File: src/sv/tcps_pkg.sv
// Shared constants, types and helper functions for the tick counter priority scheduler.
package tcps_pkg;

  // Task table sizing: the task index is two bits, task 0 is the idle task.
  localparam int TASK_COUNT   = 4;
  localparam int MAX_PRIORITY = 15;
  localparam int TASK_SLOTS   = 4;
  localparam int ACTIVE_TASKS = (TASK_COUNT < TASK_SLOTS) ? TASK_COUNT : TASK_SLOTS;

  localparam int TASK_W  = 2;
  localparam int SLICE_W = 4;
  localparam int PRIO_W  = 4;
  localparam int CFG_W   = 4;
  localparam int REG_IDX_W = 2;
  localparam int PRIO_REGS = 3;

  // Configuration register indexes.
  localparam logic [REG_IDX_W-1:0] REG_PRIO_ONE   = 2'd0;
  localparam logic [REG_IDX_W-1:0] REG_PRIO_TWO   = 2'd1;
  localparam logic [REG_IDX_W-1:0] REG_PRIO_THREE = 2'd2;

  localparam logic [TASK_W-1:0] IDLE_TASK = '0;

  // Commands from the controller to the datapath.
  typedef struct packed {
    logic capture;   // take the new item and snapshot the running task
    logic dec;       // decrement the running task's counter
    logic pick;      // switch to the task with the largest counter
    logic fill;      // reload every active counter from its priority
    logic load_out;  // load the result register
  } dp_cmd_t;

  // Status from the datapath to the controller.
  typedef struct packed {
    logic tick;          // captured tick bit
    logic need_resched;  // running task is idle or its counter is already zero
    logic dec_to_zero;   // running task's counter is one, a decrement empties it
    logic none_ready;    // every active counter is zero
  } dp_sts_t;

  // Reload value of a priority register: zero acts as one, clamp at the limit.
  function automatic logic [SLICE_W-1:0] reload_value(input logic [PRIO_W-1:0] prio);
    logic [SLICE_W-1:0] val;
    val = prio;
    if (val == '0) begin
      val = SLICE_W'(1);
    end
    if (32'(val) > MAX_PRIORITY) begin
      val = SLICE_W'(MAX_PRIORITY);
    end
    return val;
  endfunction

endpackage

File: src/sv/tcps_ctrl.sv
// Controller state machine of the tick counter priority scheduler.
module tcps_ctrl (
  input  logic             clk,
  input  logic             rst_n,
  input  logic             in_valid,
  output logic             in_stall,
  output logic             out_valid,
  input  logic             out_stall,
  input  tcps_pkg::dp_sts_t sts,
  output tcps_pkg::dp_cmd_t cmd
);
  import tcps_pkg::*;

  localparam logic [2:0] ST_IDLE = 3'd0;
  localparam logic [2:0] ST_DEC  = 3'd1;
  localparam logic [2:0] ST_PICK = 3'd2;
  localparam logic [2:0] ST_FILL = 3'd3;
  localparam logic [2:0] ST_OUT  = 3'd4;

  logic [2:0] state_r, state_nxt;
  logic       out_valid_r, out_valid_nxt;

  assign in_stall  = (state_r != ST_IDLE);
  assign out_valid = out_valid_r;

  always_comb begin
    state_nxt = state_r;
    cmd       = '0;
    unique case (state_r)
      ST_IDLE: begin
        if (in_valid) begin
          cmd.capture = 1'b1;
          state_nxt   = ST_DEC;
        end
      end
      ST_DEC: begin
        if (!sts.tick) begin
          state_nxt = ST_OUT;
        end else if (sts.need_resched) begin
          state_nxt = ST_PICK;
        end else begin
          cmd.dec   = 1'b1;
          state_nxt = sts.dec_to_zero ? ST_PICK : ST_OUT;
        end
      end
      ST_PICK: begin
        // With nothing left to run, reload first and pick again.
        if (sts.none_ready) begin
          state_nxt = ST_FILL;
        end else begin
          cmd.pick  = 1'b1;
          state_nxt = ST_OUT;
        end
      end
      ST_FILL: begin
        cmd.fill  = 1'b1;
        state_nxt = ST_PICK;
      end
      ST_OUT: begin
        if (!out_valid_r || !out_stall) begin
          cmd.load_out = 1'b1;
          state_nxt    = ST_IDLE;
        end
      end
      default: begin
        state_nxt = ST_IDLE;
      end
    endcase
  end

  always_comb begin
    out_valid_nxt = out_valid_r;
    if (cmd.load_out) begin
      out_valid_nxt = 1'b1;
    end else if (out_valid_r && !out_stall) begin
      out_valid_nxt = 1'b0;
    end
  end

  always_ff @(posedge clk) begin
    if (!rst_n) begin
      state_r     <= ST_IDLE;
      out_valid_r <= 1'b0;
    end else begin
      state_r     <= state_nxt;
      out_valid_r <= out_valid_nxt;
    end
  end

endmodule

File: src/sv/tcps_dp.sv
// Datapath of the tick counter priority scheduler: registers, counters and task pick.
module tcps_dp (
  input  logic                            clk,
  input  logic                            rst_n,
  input  logic                            cfg_we,
  input  logic [tcps_pkg::REG_IDX_W-1:0]  cfg_index,
  input  logic [tcps_pkg::CFG_W-1:0]      cfg_data,
  input  logic                            in_tick,
  input  tcps_pkg::dp_cmd_t               cmd,
  output tcps_pkg::dp_sts_t               sts,
  output logic [tcps_pkg::TASK_W-1:0]     out_running_task,
  output logic                            out_switched,
  output logic                            out_refilled,
  output logic [tcps_pkg::SLICE_W-1:0]    out_remaining_slice
);
  import tcps_pkg::*;

  logic [PRIO_W-1:0]  prio_r   [PRIO_REGS];
  logic [PRIO_W-1:0]  prio_nxt [PRIO_REGS];
  logic [SLICE_W-1:0] cnt_r    [TASK_SLOTS];
  logic [SLICE_W-1:0] cnt_nxt  [TASK_SLOTS];
  logic [TASK_W-1:0]  cur_r, cur_nxt;
  logic [TASK_W-1:0]  prev_r, prev_nxt;
  logic               tick_r, tick_nxt;
  logic               refill_r, refill_nxt;

  logic [TASK_W-1:0]  out_task_r, out_task_nxt;
  logic               out_sw_r, out_sw_nxt;
  logic               out_rf_r, out_rf_nxt;
  logic [SLICE_W-1:0] out_slice_r, out_slice_nxt;

  logic [TASK_W-1:0]  best_task;
  logic [SLICE_W-1:0] best_val;
  logic [SLICE_W-1:0] cur_cnt;

  assign cur_cnt = cnt_r[cur_r];

  // Largest counter among the active tasks; strict compare keeps the lowest index on ties.
  always_comb begin
    best_task = IDLE_TASK;
    best_val  = '0;
    for (int t = 1; t < TASK_SLOTS; t++) begin
      if (t < ACTIVE_TASKS && cnt_r[t] > best_val) begin
        best_val  = cnt_r[t];
        best_task = TASK_W'(t);
      end
    end
  end

  assign sts.tick         = tick_r;
  assign sts.need_resched = (cur_r == IDLE_TASK) || (cur_cnt == '0);
  assign sts.dec_to_zero  = (cur_cnt == SLICE_W'(1));
  assign sts.none_ready   = (best_task == IDLE_TASK);

  always_comb begin
    prio_nxt = prio_r;
    if (cfg_we) begin
      unique case (cfg_index)
        REG_PRIO_ONE:   prio_nxt[0] = cfg_data;
        REG_PRIO_TWO:   prio_nxt[1] = cfg_data;
        REG_PRIO_THREE: prio_nxt[2] = cfg_data;
        default: ;
      endcase
    end
  end

  always_comb begin
    cnt_nxt    = cnt_r;
    cur_nxt    = cur_r;
    prev_nxt   = prev_r;
    tick_nxt   = tick_r;
    refill_nxt = refill_r;
    if (cmd.capture) begin
      tick_nxt   = in_tick;
      prev_nxt   = cur_r;
      refill_nxt = 1'b0;
    end
    if (cmd.dec) begin
      cnt_nxt[cur_r] = cur_cnt - SLICE_W'(1);
    end
    if (cmd.pick) begin
      cur_nxt = best_task;
    end
    if (cmd.fill) begin
      for (int t = 1; t < TASK_SLOTS; t++) begin
        if (t < ACTIVE_TASKS) begin
          cnt_nxt[t] = reload_value(prio_r[t-1]);
        end
      end
      refill_nxt = 1'b1;
    end
  end

  always_comb begin
    out_task_nxt  = out_task_r;
    out_sw_nxt    = out_sw_r;
    out_rf_nxt    = out_rf_r;
    out_slice_nxt = out_slice_r;
    if (cmd.load_out) begin
      out_task_nxt  = cur_r;
      out_sw_nxt    = (cur_r != prev_r);
      out_rf_nxt    = refill_r;
      out_slice_nxt = (cur_r == IDLE_TASK) ? '0 : cur_cnt;
    end
  end

  always_ff @(posedge clk) begin
    if (!rst_n) begin
      for (int i = 0; i < PRIO_REGS; i++) begin
        prio_r[i] <= PRIO_W'(1);
      end
      for (int i = 0; i < TASK_SLOTS; i++) begin
        cnt_r[i] <= '0;
      end
      cur_r    <= IDLE_TASK;
      prev_r   <= IDLE_TASK;
      tick_r   <= 1'b0;
      refill_r <= 1'b0;
    end else begin
      prio_r   <= prio_nxt;
      cnt_r    <= cnt_nxt;
      cur_r    <= cur_nxt;
      prev_r   <= prev_nxt;
      tick_r   <= tick_nxt;
      refill_r <= refill_nxt;
    end
  end

  always_ff @(posedge clk) begin
    out_task_r  <= out_task_nxt;
    out_sw_r    <= out_sw_nxt;
    out_rf_r    <= out_rf_nxt;
    out_slice_r <= out_slice_nxt;
  end

  assign out_running_task    = out_task_r;
  assign out_switched        = out_sw_r;
  assign out_refilled        = out_rf_r;
  assign out_remaining_slice = out_slice_r;

endmodule

File: src/sv/tick_counter_priority_scheduler.sv
// Top level of the tick counter priority scheduler: controller plus datapath.
//
// Each input item is one timer event on in_tick. For every accepted item the
// block returns exactly one result item: the task running after the event,
// whether it changed, whether all time slices were reloaded, and the running
// task's remaining slice (zero for the idle task). Both channels use valid and
// stall; an item moves at a rising edge with valid high and stall low.
// The block works on one item at a time. After the accepting edge the
// controller runs a decide step, then goes straight to the output step
// when the event needs no new pick (no tick, or a decrement that leaves the
// slice nonzero), through a pick step first with a pick, and through a pick
// check, a reload step and a pick when the table must be reloaded. The result
// shows on out_valid in the cycle after the output step, as in_stall drops.
// The result sits in an output register, so the block takes the next item
// while the previous result waits; if the receiver still stalls when the next
// result is ready, the block holds in its final step until the register frees.
// Synchronous active-low reset clears all slice counters, selects the idle
// task, sets every priority register to one and drops out_valid. The user must
// write priorities (cfg_we, cfg_index, cfg_data) only while idle; unchecked here.
module tick_counter_priority_scheduler (
  input  logic                            clk,
  input  logic                            rst_n,
  input  logic                            cfg_we,
  input  logic [tcps_pkg::REG_IDX_W-1:0]  cfg_index,
  input  logic [tcps_pkg::CFG_W-1:0]      cfg_data,
  input  logic                            in_valid,
  output logic                            in_stall,
  input  logic                            in_tick,
  output logic                            out_valid,
  input  logic                            out_stall,
  output logic [tcps_pkg::TASK_W-1:0]     out_running_task,
  output logic                            out_switched,
  output logic                            out_refilled,
  output logic [tcps_pkg::SLICE_W-1:0]    out_remaining_slice
);
  import tcps_pkg::*;

  dp_cmd_t cmd;
  dp_sts_t sts;

  // Sequencer: accept, decide, optional pick and reload, then load the result.
  tcps_ctrl u_ctrl (
    .clk       (clk),
    .rst_n     (rst_n),
    .in_valid  (in_valid),
    .in_stall  (in_stall),
    .out_valid (out_valid),
    .out_stall (out_stall),
    .sts       (sts),
    .cmd       (cmd)
  );

  // Priority registers, slice counters, running task and the result register.
  tcps_dp u_dp (
    .clk                 (clk),
    .rst_n               (rst_n),
    .cfg_we              (cfg_we),
    .cfg_index           (cfg_index),
    .cfg_data            (cfg_data),
    .in_tick             (in_tick),
    .cmd                 (cmd),
    .sts                 (sts),
    .out_running_task    (out_running_task),
    .out_switched        (out_switched),
    .out_refilled        (out_refilled),
    .out_remaining_slice (out_remaining_slice)
  );

endmodule

File: config.mk
export PLATFORM = sky130hd
export DESIGN_NAME = tick_counter_priority_scheduler
export DESIGN_NICKNAME = d
export VERILOG_FILES = /design/src/sv/tcps_pkg.sv /design/src/sv/tcps_ctrl.sv /design/src/sv/tcps_dp.sv /design/src/sv/tick_counter_priority_scheduler.sv
export SDC_FILE = /design/constraint.sdc
export NUM_CORES = 1
export LEC_CHECK = 0
export BUFFER_PORTS_ARGS = -buffer_cell sky130_fd_sc_hd__buf_2
export CORE_ASPECT_RATIO = 0.5
export CORE_MARGIN = 3
export CORE_UTILIZATION = 45
export CTS_CLUSTER_DIAMETER = 30
export DETAILED_ROUTE_END_ITERATION = 6
export GPL_ROUTABILITY_DRIVEN = 0
export PLACE_DENSITY = 0.69
export SLEW_MARGIN = 5
export SYNTH_ARGS = -nofsm -noshare
export SYNTH_HDL_FRONTEND = slang
export SYNTH_SLANG_ARGS = --single-unit
File: constraint.sdc
create_clock -name clk -period 5.7 [get_ports clk]
set_input_delay 0 -clock clk [delete_from_list [all_inputs] [get_ports clk]]
set_output_delay 0 -clock clk [all_outputs]
set_load 0.05 [all_outputs]
==> results.md <==
* PD cells at 219 mW/mm2
* CTS H-Tree Depth at 2
* DRC marker count from the first detailed-route iteration at approximately 120
* DR DRC count at 0
* Sequential area share after synthesis at 42.4%
* Initial Utilization at 50.0%
* Max Buffers Root-to-Sink at 2
* CP max FO at 8
* I/O Buffers at 21
* Rows at 17
* Max_slew headroom at 41.8%
* Worst hold start: cfg_index[0]
* Hold Path Class: in2reg
* WP data required at ~5.9 ns
* Worst-path clk slew at about 0.080 ns
* Vias in the first global route at 1848
* Chip height at 57.2 um
* GRT Util Overall at between 10% and 20%
* Worst Max-Slew Pin Slew at slightly below 0.9 ns
* EDFF count, synth at 8
* Clock skew at 0.00537 ns
* Arrival time worst endpoint at 3.39 ns
* Sum Neg Setup Slack at 0 ns
* Worst VDD drop at ~0.09 mV
* CP Class: reg2reg
* Cell-internal power at 0.000441 W
* Area contributors post-synth: dfxtp_1 (32%), edfxtp_1 (10%), mux2i_1 (7.6%)
* RSZ-0062 raised after global routing: false
* Layout Nets at 299
* Final hold viol count at 0
* Reg2reg path depth at 12
* Final setup fails at 0
* Non-filler cells, final at 343
* Vias at 1943
* Layout cells sized above 1 at 14.4%
* Syn-to-layout area delta at 12.4%
* Sequential power share at 59.0%
* Final ANT Viol Nets at 0
* Tmin final at 3.17 ns
* Synth area leader: dfxtp_1
* Clk_lat worst skew at 0.30 ns
* Die Span X at between 100 and 150 um
* Global route overflow at 0
* R2r setup slk at around 2.5 ns
* TritonCTS clock tree: built
* Cells after Synth at 252
* Routed len/inst at approximately 15 um
* Wirelength, routed at 5.31 mm
* Yosys reg bits at 46
* Largest net degree at the start of global routing at 30
* Placed cells at approximately 330
* Library cells used by synthesis at 44
* Post-DP HPWL at between 3 and 4 mm
* Initial antenna violation count at 0
* First-pass GRT wire length at 8.80 mm
* Worst flop-to-flop path startpoint: u_dp.cnt_r[9]$_SDFFE_PN0P_
* IO Pins at 22
* Slew Limit Fails at 0
* Hold path depth at 4
* Ys flop type: dfxtp_1
* Crit start category: register
* CTS Sinks at 46
* Hold EP: u_dp.prio_r[8]$_SDFFE_PN1P_
* Global-route met1 utilization at 25.5%
* Die ar. at around 0.0062 mm2
* Gr busiest metal: met2
* Fmax at 316 MHz
* Reg-to-reg endpoint: u_ctrl.state_r[1]$_SDFFE_PN0P_
* Synth warnings at 0
* Psw at 0.000140 W
* Status: finished, final reports clean
* Post-synth top area share at 32.2%
* Part of the power in the clock network at 32.8%
* Total iterations of the first detailed-routing run at 4
* Top cells by count, synth: dfxtp_1 (38), nand2_1 (32), nor2_1 (30)
* Max-cap violations at 0
* Power share of the combinational group at 8.3%
* Total power at 0.000581 W
* Asr flop ratio synth at 0%
* Routed vias/inst at 5.66
* Switching power share of the total at 24.1%
* GR Util met2 at 27.9%
* CTS root buffer: clkbuf_8
* Mapped cell area at 0.00236 mm2
* Mapped Nets at 275
* Setup crit end kind: register
* Total CTS buffers at 5
* GRT met3 Usage at 4.75%
* Pleak at 0.977 nW
* Mapped Avg Cell Area at 9.37 um2
* Ant diodes at 0
* FILL cells at 430
* Most frequent cell after synthesis: dfxtp_1
* Placeable core area at about 0.0047 mm2
* Fin crit share at 55.5%
## placed cells by master, fill, tap and decap left out, types with 3 or more instances in the layout
cell type,synthesis,final
nand2_1,32,32
mux4_2,3,3
nor2_1,30,30
mux2i_1,18,18
mux2_2,4,4
dlygate4sd3_1,0,8
nor3_1,5,5
nor2b_1,3,3
a22oi_1,6,6
buf_2,2,21
inv_1,10,10
o21ai_0,13,13
dfxtp_1,38,38
a221oi_1,3,3
clkbuf_1,7,3
a21oi_1,17,17
edfxtp_1,8,8
and2_1,6,6
clkbuf_8,0,5
a31oi_1,4,4
ha_1,11,11
xnor2_1,3,3
## critical path, stage by stage, from the launching register on
cell	delay (ns)
dfxtp_1	0.40
inv_1	0.08
ha_1	0.29
nor2b_1	0.14
o21ai_1	0.07
a21oi_1	0.57
mux2i_1	0.26
ha_1	0.25
nor2b_1	0.13
o211ai_1	0.15
a21oi_1	0.14
or4_1	0.44
a31oi_1	0.17
## cell type report
class                      count  area, um2  area share (%)
inverter                      10       37.5            1.41
timing repair buffer          29        185            6.98
sequential                    46       1000            37.7
clock buffer                   8       80.1            3.02
tap                           66       82.6            3.11
multi-input combinational    184       1270            47.8
## state kept, by name (all words and copies together) (netlist names)
| name | flops |
|---|---|
| u_ctrl.state_r | 3 |
| u_dp.tick_r | 1 |
| u_dp.cur_r | 2 |
| u_dp.prev_r | 2 |
| u_dp.prio_r | 12 |
| u_ctrl.out_valid | 1 |
| u_dp.out_refilled | 1 |
| u_dp.out_switched | 1 |
| u_dp.out_running_task | 2 |
| u_dp.out_remaining_slice | 4 |
| u_dp.refill_r | 1 |
| u_dp.cnt_r | 16 |
## stage by stage
step                      hold WS, ns  utilization [%]  instance area (um2)  worst slack [ns]
final                           0.149             56.2                 2650              2.53
after global routing            0.183             56.2                 2650              2.28
after CTS                       0.158             56.2                 2650              2.56
after detailed placement        0.244             52.8                 2490              2.58
after global placement          0.234             52.8                 2490              2.67
after floorplan                 0.125                -                 2360              2.87
## worst max-delay path by stage
stage                                           from                             end  slack (ns)
after CTS                 u_dp.cnt_r[9]$_SDFFE_PN0P_  u_ctrl.state_r[1]$_SDFFE_PN0P_        2.56
after floorplan           u_dp.cnt_r[9]$_SDFFE_PN0P_  u_ctrl.state_r[1]$_SDFFE_PN0P_        2.87
after global routing      u_dp.cnt_r[9]$_SDFFE_PN0P_  u_ctrl.state_r[0]$_SDFFE_PN0P_        2.28
after global placement    u_dp.cnt_r[9]$_SDFFE_PN0P_  u_ctrl.state_r[1]$_SDFFE_PN0P_        2.67
final                     u_dp.cnt_r[9]$_SDFFE_PN0P_  u_ctrl.state_r[1]$_SDFFE_PN0P_        2.53
after detailed placement  u_dp.cnt_r[9]$_SDFFE_PN0P_  u_ctrl.state_r[1]$_SDFFE_PN0P_        2.58
## power groups by stage
stage | clock (W) | sequential [W] | combinational, W
after CTS | 0.000194 | 0.000342 | 0.0000483
after global placement | 0 | 0.000349 | 0.0000432
after global routing | 0.000207 | 0.000344 | 0.0000525
after floorplan | 0 | 0.000354 | 0.0000264
after detailed placement | 0 | 0.000350 | 0.0000443
final | 0.000190 | 0.000342 | 0.0000479
## logic make-up (layout without fill, tap and decap cells)
family                   Yosys count  in the layout  synth area share, %
XOR/XNOR                           4              4                 1.48
AO/OA/AOI/OAI                     56             56                 16.6
flip-flops                        46             46                 42.4
multiplexers                      25             25                 12.4
AND/OR/NAND/NOR                   88             88                 17.3
buffers and inverters             22             47                 3.92
adder cells (fa/ha/maj)           11             11                 5.83
## repair_timing
item	4_1_cts	5_1_grt
hold buffers	8	0
resized for setup	0	0
buffers inserted	0	0
hold endpoints to repair	13	0
## routing by layer
metal / vias to the layer above / wire (um) / part of all wire, %
met3: 10 / 349 / 6.6
li1: 947 / - / -
met1: 927 / 2570 / 48
met4: 0 / 66 / 1.2
met5: - / 0 / 0
met2: 59 / 2320 / 44
Note: power is estimated with default switching activity, not from simulation.
